$ cat src/rtl/btpc_pkg.sv
package btpc_pkg;

    typedef struct packed {
        logic        cmd;
        logic [19:0] raw_temp;
        logic [19:0] raw_press;
    } item_t;

    typedef struct packed {
        logic [47:0] press_c;
        logic [47:0] press_b;
        logic [47:0] press_a;
        logic [47:0] temp;
    } calib_t;

    localparam logic [1:0] REG_CALIB_TEMP    = 2'd0;
    localparam logic [1:0] REG_CALIB_PRESS_A = 2'd1;
    localparam logic [1:0] REG_CALIB_PRESS_B = 2'd2;
    localparam logic [1:0] REG_CALIB_PRESS_C = 2'd3;

    localparam logic [31:0] T_ROUND  = 32'd128;
    localparam logic [63:0] P_OFFSET = 64'd128000;
    localparam logic [63:0] P_BASE   = 64'd1048576;
    localparam logic [63:0] P_SCALE  = 64'd3125;
    localparam logic [63:0] P_ONE47  = 64'h0000_8000_0000_0000;

endpackage

$ cat src/rtl/btpc_front.sv
module btpc_front #(
    parameter int DEPTH = 4
) (
    input  logic                clk,
    input  logic                rst_n,
    input  logic                s_axis_tvalid,
    output logic                s_axis_tready,
    input  logic [39:0]         s_axis_tdata,  // raw_temp, raw_press
    input  logic [0:0]          s_axis_tuser,  // command
    output logic                item_valid,
    input  logic                item_ready,
    output btpc_pkg::item_t     item
);

    localparam int AW = $clog2(DEPTH);
    localparam int CW = $clog2(DEPTH + 1);

    btpc_pkg::item_t q_reg [DEPTH];
    btpc_pkg::item_t in_item;
    logic [AW-1:0]   wr_ptr_reg, wr_ptr_next;
    logic [AW-1:0]   rd_ptr_reg, rd_ptr_next;
    logic [CW-1:0]   count_reg, count_next;
    logic            push, pop;

    // split the beat into its fields
    assign in_item.cmd       = s_axis_tuser[0];
    assign in_item.raw_temp  = s_axis_tdata[19:0];
    assign in_item.raw_press = s_axis_tdata[39:20];

    assign s_axis_tready = (count_reg != CW'(DEPTH));
    assign item_valid    = (count_reg != '0);
    assign item          = q_reg[rd_ptr_reg];
    assign push          = s_axis_tvalid && s_axis_tready;
    assign pop           = item_valid && item_ready;

    always_comb
    begin
        wr_ptr_next = wr_ptr_reg;
        rd_ptr_next = rd_ptr_reg;
        count_next  = count_reg;
        if (push)
        begin
            wr_ptr_next = (wr_ptr_reg == AW'(DEPTH - 1)) ? '0 : wr_ptr_reg + 1'b1;
        end
        if (pop)
        begin
            rd_ptr_next = (rd_ptr_reg == AW'(DEPTH - 1)) ? '0 : rd_ptr_reg + 1'b1;
        end
        if (push && !pop)
        begin
            count_next = count_reg + 1'b1;
        end
        else if (pop && !push)
        begin
            count_next = count_reg - 1'b1;
        end
    end

    always_ff @(posedge clk or negedge rst_n)
    begin
        if (!rst_n)
        begin
            wr_ptr_reg <= '0;
            rd_ptr_reg <= '0;
            count_reg  <= '0;
        end
        else
        begin
            wr_ptr_reg <= wr_ptr_next;
            rd_ptr_reg <= rd_ptr_next;
            count_reg  <= count_next;
        end
    end

    always_ff @(posedge clk)
    begin
        if (push)
        begin
            q_reg[wr_ptr_reg] <= in_item;
        end
    end

endmodule

$ cat config.mk
export PLATFORM = sky130hd
export DESIGN_NAME = btpc_front
export DESIGN_NICKNAME = d
export VERILOG_FILES = /design/src/rtl/btpc_pkg.sv /design/src/rtl/btpc_front.sv
export SDC_FILE = /design/constraint.sdc
export NUM_CORES = 1
export LEC_CHECK = 0
export ABC_AREA = 0
export BUFFER_PORTS_ARGS = -buffer_cell sky130_fd_sc_hd__buf_2
export CAP_MARGIN = 20
export CORE_ASPECT_RATIO = 1.25
export CORE_UTILIZATION = 40
export DETAILED_ROUTE_END_ITERATION = 7
export GPL_TIMING_DRIVEN = 0
export PLACE_DENSITY = 0.63
export RECOVER_POWER = 100
export SLEW_MARGIN = 20
export SYNTH_ARGS = -nofsm -noshare
export SYNTH_HDL_FRONTEND = slang
export SYNTH_SLANG_ARGS = --single-unit
$ cat constraint.sdc
create_clock -name clk -period 3.2 [get_ports clk]
set_clock_uncertainty 0.15 [all_clocks]
set_input_delay 0.32 -clock clk [delete_from_list [all_inputs] [get_ports clk]]
set_output_delay 0.32 -clock clk [all_outputs]
set_load 0.03 [all_outputs]
== Word level (Yosys, flattened, before mapping) ==
Memories as Yosys holds them, arrays and structs flattened.
Cells that the tools add are included.

* Register bits: 7
* Memory bits (writable): 164
* Bits of input ports: 45
* Logic and storage cells: 25
* Memories kept: 1

{| class="wikitable"
|+ Memory list
! memory !! depth !! bits a word !! read ports !! clocked after memory_dff !! write ports !! RTL line !! RTL
|-
| q_reg || 4 || 41 || 1 || 0 || 1 || btpc_front.sv:18 || <nowiki>btpc_pkg::item_t q_reg [DEPTH];</nowiki>
|}

* Add/sub/neg operators: 4
* Equal/unequal tests: 3
* Muxes and demuxes: 6
* Reductions and logical operators: 8

{| class="wikitable"
|+ Operators with widths
! operator !! count
|-
| $mux 3 || 2
|-
| $add 2x1->2 const B || 2
|-
| $eq 2x2->1 const B || 2
|-
| $logic_and 1x1->1 || 4
|-
| $mux 2 || 2
|-
| $add 3x1->3 const B || 1
|-
| $ne 3x3->1 const B || 1
|-
| $reduce_bool 3->1 || 1
|-
| $sub 3x1->3 const B || 1
|-
| $logic_not 1->1 || 2
|-
| $mux 1 || 2
|-
| $reduce_bool 2->1 || 1
|}

== Longest topological paths before layout ==
Gate-level depths: netlist of run 1.

* Word-level depth: 6
* Mapped depth: 8
* Depth with buffers taken out: 8

== Worst setup path after synthesis of run 1 ==
No wires, ideal clock.

* Path kind: reg2reg
* Start point: register count_reg[1]
* End point: register count_reg[2]
* Setup time: 0.079 ns
* Arrival: 2.141 ns
* Data required time: 2.971 ns
* Slack: 0.830 ns
* Cell stages (with the launch flop): 9
* Clock period less this slack: 2.370 ns
* Cell sequence: dfrtp_1 or3_2 nand2_1 ha_1 inv_1 fa_1 xor2_1 nor2_1 xor2_1

* Longest elaborated chain between the ends: 5
* Elaborated cells between the ends (all ways): 13
* Classes of those cells: 2 x add/sub; 1 x eq/ne; 2 x mux; 8 x reduce/logical

{| class="wikitable"
|+ Ends and longest elaborated chain
! element !! RTL line !! RTL
|-
| start: declaration || btpc_front.sv:22 || <nowiki>logic [CW-1:0] count_reg, count_next;</nowiki>
|-
| start signal: assignment || btpc_front.sv:71 || <nowiki>count_reg <= count_next;</nowiki>
|-
| $reduce_bool 3->1 (*) || btpc_front.sv:31 || <nowiki>assign item_valid = (count_reg != '0);</nowiki>
|-
| named net item_valid || btpc_front.sv:10 || <nowiki>output logic item_valid,</nowiki>
|-
| $logic_and 1x1->1 (*) || btpc_front.sv:34 || <nowiki>assign pop = item_valid && item_ready;</nowiki>
|-
| $logic_not 1->1 || btpc_front.sv:49 || <nowiki>if (push && !pop)</nowiki>
|-
| $logic_and 1x1->1 || btpc_front.sv:49 ||
|-
| $mux 3 / $reduce_bool 2->1 (equally long branches) || - ||
|}

Mark *: on every way through the listed nets, which the timed path passes. The rest lies on a longest branch. The select of a mux whose other input is x is not followed.
A chain may end at the register's enable or synchronous reset.

==> results of run 1 <==
through the flow:
stage               utilization, %  total power [µW]
floorplan                        -              5070
global placement              45.3              5790
detailed placement            45.4              5850
CTS                           51.6              7760
global route                  50.8              7920
finish                        50.8              7520
logic make-up (layout without fill, tap and decap cells):
family        count (synthesis)  count (layout)  share of synthesized area [%]
mux                          46              46                           15.6
buf+inv                      13             174                           1.03
flops                       171             171                           80.4
fa+ha+maj                     7               7                           1.50
simple gates                 11              11                           1.14
xor+xnor                      3               3                          0.414
metal layers:
layer,share of wire (%),up-vias
met1,41,1569
met4,1.7,0
met5,0,-
met3,3.3,14
li1,-,1356
met2,54,75
cells in the mapped netlist:
| library cell | count | area, µm² |
|---|---|---|
| mux2_2 | 3 | 33.8 |
| xnor2_1 | 1 | 8.76 |
| xor2_1 | 2 | 17.5 |
| fa_1 | 1 | 20.0 |
| clkbuf_1 | 3 | 11.3 |
| ha_1 | 6 | 75.1 |
| nor2_1 | 3 | 11.3 |
| and3_2 | 4 | 30.0 |
| or3_2 | 1 | 7.51 |
| buf_4 | 3 | 22.5 |
| and2_4 | 1 | 8.76 |
| mux2_4 | 2 | 30.0 |
| buf_2 | 4 | 20.0 |
| inv_1 | 3 | 11.3 |
| edfxtp_1 | 164 | 4920 |
| mux4_2 | 41 | 923 |
| nand2_1 | 1 | 3.75 |
| dfrtp_1 | 7 | 175 |
| or3b_4 | 1 | 11.3 |
area by class of cell:
| cell class | count | share of cell area, % |
|---|---|---|
| Inverter | 3 | 0.142 |
| Clock inverter | 15 | 1.55 |
| Timing Repair Buffer | 129 | 9.57 |
| Buffer | 10 | 0.649 |
| Tap cell | 212 | 3.35 |
| Sequential cell | 171 | 64.5 |
| Multi-Input combinational cell | 67 | 14.9 |
| Clock buffer | 17 | 5.38 |
cell usage in the layout (no fill, tap or decap), types with 2 or more instances in the layout:
cell type,instances
buf_2,10
clkinv_4,5
and3_2,4
mux4_2,41
xor2_1,2
dlygate4sd3_1,42
edfxtp_1,164
ha_1,6
inv_1,3
mux2_4,2
nor2_1,3
buf_4,3
dfrtp_1,7
clkinv_2,2
clkbuf_1,84
mux2_2,3
inv_6,3
clkbuf_16,17
clkinvlp_4,3
critical path, delay by kind of cell, from the launching register on:
family	cells	cell delay, ns
buf+inv	3	1.21
flops	1	0.34
mux	1	0.36
worst paths after layout:
path / start / end / slack (ns) / cells past startpoint
worst max-delay path: rd_ptr_reg[1] / item[18] / 0.39 / 4
worst min-delay path: rst_n / wr_ptr_reg[1] / 0.17 / 2
worst max register to register: count_reg[1] / count_reg[1] / 0.72 / 6
worst min register to register: count_reg[2] / count_reg[2] / 0.35 / 1
max in group asynchronous: rst_n / rd_ptr_reg[1] / 2.44 / 2
min in group clk: item_ready / rd_ptr_reg[1] / 0.17 / 3
repair_timing:
item                      in CTS  in global routing
resized for setup              0                  0
hold endpoints to repair     171                  0
hold buffers                  42                  0
report_power, final:
group	leakage, µW	internal, µW	switching (µW)
Clock	0.000260	1000	858
Combinational	0.000728	901	1660
Sequential	0.00158	2980	120
==> out/results.ini, run 1 <==
[sta]
setup_tns_ns=0
finalHoldWorstSlack_ns=0.174
setup_ws_ns=0.390
maxSlewViolCount=0
rsz0062_at_grt=false
period_needed_ns=2.81
hold_viol=0
fin_crit_sh_pct=87.8
setup_viol=0
slew_headroom_pct=20.4
clock.fmax_ghz=0.356
tightest_slew_ns=1.19

[clock_network]
cts_buffer_depth=2
cts_setup_buffers=0
cts_tree=yes
clock-sinks=171
cts_buffers=17
clk_latency_ns=0.42
cts-root-buf=clkbuf_16
cts.clk_slew.worst_paths_ns=0.06
htree_levels=4

[floorplan]
rows=51
dieArea_mm2=0.0164
core_mm2=0.0156
boundaryPins=88
initial_utilization_pct=40.8
die_w_um=115
dieHeight_um=143

[global_route]
antenna_found_initial=0
gr-usage-met1_pct=17.6
grt_overflow=0
busiest_layer=met2
grt_use_met2_pct=25.9
grt.total_usage_pct=15.1
use_met3_pct=4.12
grt_pass1_vias=3297
grt_max_degree=42
grt_pass1_wl_um=17600

[flow_run]
drv_cap=0

[layout]
multi_input_area_mm2=0.00118
antenna-diode-count=0
seq_area_mm2=0.00510
instances_no_fill=624
synthToLayoutAreaGrowth_pct=24.6
nets=451
nFillCells=1340
final_area_mm2=0.00791
largest_register_ffs=164
drive_gt1_share_pct=23.1

[routing]
drc=0
ant_nets=0
drtIter0Drc=149
dr.pass1.iters=4
via_per_inst=4.83
wirelength_um=11200
wire_per_inst_um=18.0
num_vias=3014

[placement]
placed_area_mm2=0.00706
pre_cts_ws_ns=0.794
hpwl_um=6530
place_inst=550
portBuffers=87
gp_congestion=0.666

[yosys]
syn_area_per_cell_um2=25.3
syn_area_mm2=0.00635
ys.warnings.count=0
yosysSeqAreaShare_pct=80.4
ys_types=19
synth_nets=303
syn-instance-count=251
ys_seq_elements=171

[power_and_ir_drop]
vdd_drop_max_v=0.000958
p_per_area_mw_per_mm2=951
p_leak_uw=0.00257

[critical_path]
end_kind=output port
slowest_stage=clkbuf_1
max_stage_delay_ns=0.64
crit_fanout=10
startpoint_type=register
worstSetupPathType=reg -> out
cp.arrival_ns=2.34
crit_path_cell_trace=clkbuf_1 -> clkbuf_1 -> mux4_2 -> clkbuf_1
worst_path_most_repeated_cell=clkbuf_1
cp.required_ns=2.73

[hold_path]
min_path_type=in -> async

[status]
status=finished clean

(Power assumes the default switching activity.)
==> run 2, diff against run 1 <==
CTS_BUF_LIST = sky130_fd_sc_hd__clkbuf_8   (was not set)
TNS_END_PERCENT = 100   (was not set)
==> out/results.ini, run 2 (synthesized netlist as in run 1, its figures left out) <==
[placement]
placed_area_mm2=0.00706
hpwl_um=6530
portBuffers=87
gp_congestion=0.666

[critical_path]
reg2reg_depth=6
path_buf_inv=3
end_kind=output port
cp.arrival_ns=2.33
max_stage_delay_ns=0.62
slowest_stage=clkbuf_1
crit_path_cell_trace=clkbuf_1 -> clkbuf_1 -> mux4_2 -> clkbuf_1
worst-r2r-setup-slack_ns=0.71
crit_family=buffers and inverters
r2r-start=count_reg[1]
startpoint_type=register
worstSetupPathType=reg -> out
worst_path_most_repeated_cell=clkbuf_1
crit_fanout=10
rr_endpoint=count_reg[1]
cp.required_ns=2.73

[floorplan]
initial_utilization_pct=40.8
core_mm2=0.0156
dieHeight_um=143
rows=51
die_w_um=115
dieArea_mm2=0.0164
boundaryPins=88

[clock_network]
cts_tree=yes
cts_setup_buffers=0
cts-root-buf=clkbuf_8
cts_buffer_depth=2
htree_levels=4
cts_buffers=17
clk_latency_ns=0.45
cts.clk_slew.worst_paths_ns=0.09
cts-resized-gates=0
clock-sinks=171
hold_buffers=42

[sta]
hold_viol=0
tightest_slew_ns=1.21
setup_viol=0
rsz0062_at_grt=false
maxSlewViolCount=0
fin_crit_sh_pct=87.5
period_needed_ns=2.80
clock.fmax_ghz=0.357
setup_tns_ns=0
slew_headroom_pct=19.6

[routing]
via_per_inst=4.88
wirelength_um=11200
drc=0
ant_nets=0
drtIter0Drc=152
dr.pass1.iters=5
num_vias=3042
wire_per_inst_um=18.0

[layout]
nFillCells=1366
utilization_pct=49.6
largest_register_ffs=164
antenna-diode-count=0
final_common_cell=edfxtp_1
synthToLayoutAreaGrowth_pct=21.7
drive_gt1_share_pct=24.0
final_cell_mix=164 x edfxtp_1, 80 x clkbuf_1, 42 x dlygate4sd3_1, 41 x mux4_2, 17 x clkbuf_8
nets=451
final_area_mm2=0.00772

[global_route]
grt_max_degree=42
grt_pass1_vias=3264
grt_overflow=0
grt.total_usage_pct=15.0
antenna_found_initial=0
grt_pass1_wl_um=17500

[power_and_ir_drop]
p_leak_uw=0.00250
p_per_area_mw_per_mm2=908
vdd_drop_max_v=0.000952

[flow_run]
drv_cap=0

[hold_path]
min_path_type=in -> async

[status]
status=finished clean

run 2: worst max-delay path by stage:
stage	depth (start not counted)	start	slack, ns	to
final	4	rd_ptr_reg[1]	0.40	item[20]
after global routing	4	rd_ptr_reg[1]	0.19	item[15]
after CTS	4	rd_ptr_reg[1]	0.44	item[21]
after detailed placement	8	count_reg[1]	0.79	count_reg[2]
after global placement	8	count_reg[1]	0.86	count_reg[2]
after floorplan	8	count_reg[1]	0.83	count_reg[2]
run 2: final cells by class:
cell class	instances	area, µm²	area share [%]
Sequential cell	171	5100	66.0
Buffer	10	51.3	0.664
Timing Repair Buffer	129	762	9.87
Multi-Input combinational cell	67	1180	15.2
Tap cell	212	265	3.43
Inverter	3	11.3	0.146
Clock inverter	15	123	1.59
Clock buffer	17	234	3.03
run 2: layer usage:
layer | global-route usage [%] | vias to the layer above | part of all wire [%]
met2 | 25.8 | 70 | 54
met1 | 17.9 | 1595 | 41
met5 | 0 | - | 0
met3 | 4.07 | 20 | 3.3
li1 | - | 1357 | -
met4 | 5.95 | 0 | 1.8
run 2: power by group:
group / switching, µW / internal [µW]
Combinational: 1660 / 911
Sequential: 120 / 2970
Clock: 795 / 548
Total: 2580 / 4430
run 2: through the flow:
| stage | cells | power (µW) | setup slack [ns] | hold WS (ns) |
|---|---|---|---|---|
| 2_1_floorplan | 251 | 5070 | 0.830 | -0.126 |
| 3_3_place_gp | 550 | 5790 | 0.861 | 0.0101 |
| 3_5_place_dp | 550 | 5850 | 0.794 | 0.0167 |
| 4_1_cts | 624 | 7240 | 0.437 | 0.0380 |
| 5_1_grt | 624 | 7400 | 0.187 | 0.121 |
| 6_report | 624 | 7010 | 0.401 | 0.133 |
==> run 3, diff against run 2 <==
CORE_UTILIZATION = 59   (was 40)
PLACE_DENSITY = 0.86   (was 0.63)
==> out/results.ini, run 3 (synthesized netlist as in run 1, its figures left out) <==
[status]
status=finished clean

[floorplan]
dieHeight_um=118
rows=41
die_w_um=94.8
initial_utilization_pct=61.9
dieArea_mm2=0.0112
boundaryPins=88
core_mm2=0.0103

[clock_network]
cts_buffers=17
clk_latency_ns=0.44
cts.clk_slew.worst_paths_ns=0.08
cts_tree=yes
cts-root-buf=clkbuf_8
cts_setup_buffers=0
clock-sinks=171
htree_levels=4
cts_buffer_depth=2

[sta]
period_needed_ns=2.77
clock.fmax_ghz=0.361
rsz0062_at_grt=false
maxSlewViolCount=0
setup_tns_ns=0
fin_crit_sh_pct=86.6
tightest_slew_ns=1.09
setup_viol=0
hold_viol=0
slew_headroom_pct=27.2

[routing]
wire_per_inst_um=19.3
wirelength_um=10500
dr.pass1.iters=4
ant_nets=0
via_per_inst=5.58
num_vias=3018
drc=0
drtIter0Drc=109

[placement]
hpwl_um=5890
portBuffers=87
gp_congestion=0.728
placed_area_mm2=0.00694
place_inst=467

[critical_path]
worst-r2r-setup-slack_ns=0.74
crit_fanout=10
worst_path_most_repeated_cell=clkbuf_1
cp.required_ns=2.73
crit_family=buffers and inverters
max_stage_delay_ns=0.58
startpoint_type=register
end_kind=output port
path_buf_inv=3
slowest_stage=clkbuf_1
r2r-start=count_reg[1]
worstSetupPathType=reg -> out
crit_path_cell_trace=clkbuf_1 -> clkbuf_1 -> mux4_2 -> clkbuf_1
reg2reg_depth=6
rr_endpoint=count_reg[1]
cp.arrival_ns=2.30

[power_and_ir_drop]
p_leak_uw=0.00249
comb_power_share_pct=35.7
vdd_drop_max_v=0.00107
intPower_uw=4620
switching_share_pct=34.8
seqPwrFrac_pct=43.7
p_switching_uw=2460
p_clk_share_pct=20.6
p_per_area_mw_per_mm2=926

[global_route]
grt_pass1_wl_um=16400
antenna_found_initial=0
grt_max_degree=42
grt_pass1_vias=3243
grt.total_usage_pct=20.9
grt_overflow=0

[layout]
final_cell_mix=164 x edfxtp_1, 88 x clkbuf_1, 42 x dlygate4sd3_1, 41 x mux4_2, 17 x clkbuf_8
synthToLayoutAreaGrowth_pct=20.5
instances_no_fill=541
drive_gt1_share_pct=20.9
largest_register_ffs=164
final_common_cell=edfxtp_1
nets=451
final_area_mm2=0.00765

[flow_run]
drv_cap=0

[hold_path]
min_path_type=in -> async

-- run 3: cell types whose count changed in the layout (fill, tap and decap cells not counted) --
| cell | before | now |
|---|---|---|
| clkinv_2 | 2 | 0 |
| bufinv_16 | 0 | 3 |
| buf_2 | 14 | 6 |
| inv_6 | 3 | 0 |
| inv_1 | 3 | 5 |
| clkinv_8 | 1 | 0 |
| clkinv_4 | 5 | 3 |
| clkinv_1 | 1 | 3 |
| clkbuf_1 | 80 | 88 |
| diode_2 | 0 | 1 |
-- run 3: area by class of cell --
cell class	count	area [µm²]
Multi-Input combinational cell	67	1180
Clock inverter	14	158
Fill cell	645	2610
Antenna cell	1	2.50
Clock buffer	17	234
Timing Repair Buffer	129	752
Tap cell	129	161
Buffer	10	51.3
Inverter	3	11.3
Sequential cell	171	5100
-- run 3: what timing repair did --
action | CTS | global route
setup endpoints to repair | 0 | 0
hold endpoints to repair | 171 | 0
resized for setup | 0 | 0
hold buffers | 42 | 0
-- run 3: layer usage --
metal	share of wire (%)	routed length (µm)	global-route usage, %	up-vias
li1	-	-	-	1359
met1	39	4080	25.1	1554
met2	55	5780	34.9	93
met3	4.3	455	6.59	12
met4	1.4	151	8.52	0
met5	0	0	0	-
-- run 3: worst max-delay path by stage --
stage                       start  slack (ns)           end  cells after the start
CTS                 rd_ptr_reg[1]        0.59      item[12]                      4
detailed placement   count_reg[1]        0.79  count_reg[2]                      8
floorplan            count_reg[1]        0.83  count_reg[2]                      8
global route        rd_ptr_reg[1]        0.28       item[5]                      4
global placement     count_reg[1]        0.89  count_reg[2]                      8
finish              rd_ptr_reg[1]        0.43      item[17]                      4
-- run 3: through the flow --
step | total power, µW | worst slack, ns | hold WS [ns] | util [%]
final | 7080 | 0.429 | 0.177 | 74.5
after global placement | 5700 | 0.888 | 0.00443 | 67.7
after CTS | 7260 | 0.587 | 0.0628 | 75.6
after detailed placement | 5780 | 0.793 | 0.0156 | 67.7
after floorplan | 5070 | 0.830 | -0.126 | -
after global routing | 7420 | 0.283 | 0.152 | 74.5
-- run 3: power groups by stage --
stage	clock network (µW)	registers (µW)	logic [µW]
finish	1460	3100	2530
global route	1580	3130	2710
CTS	1490	3100	2670
detailed placement	0	3150	2620
global placement	0	3110	2590
floorplan	0	3090	1970
-- run 3: worst reg2reg max path: stages (launching register included) --
cell	delay [ns]
dfrtp_1	0.43
or3b_1	0.46
and2_0	0.29
ha_1	0.27
inv_1	0.07
fa_1	0.41
mux2_2	0.27
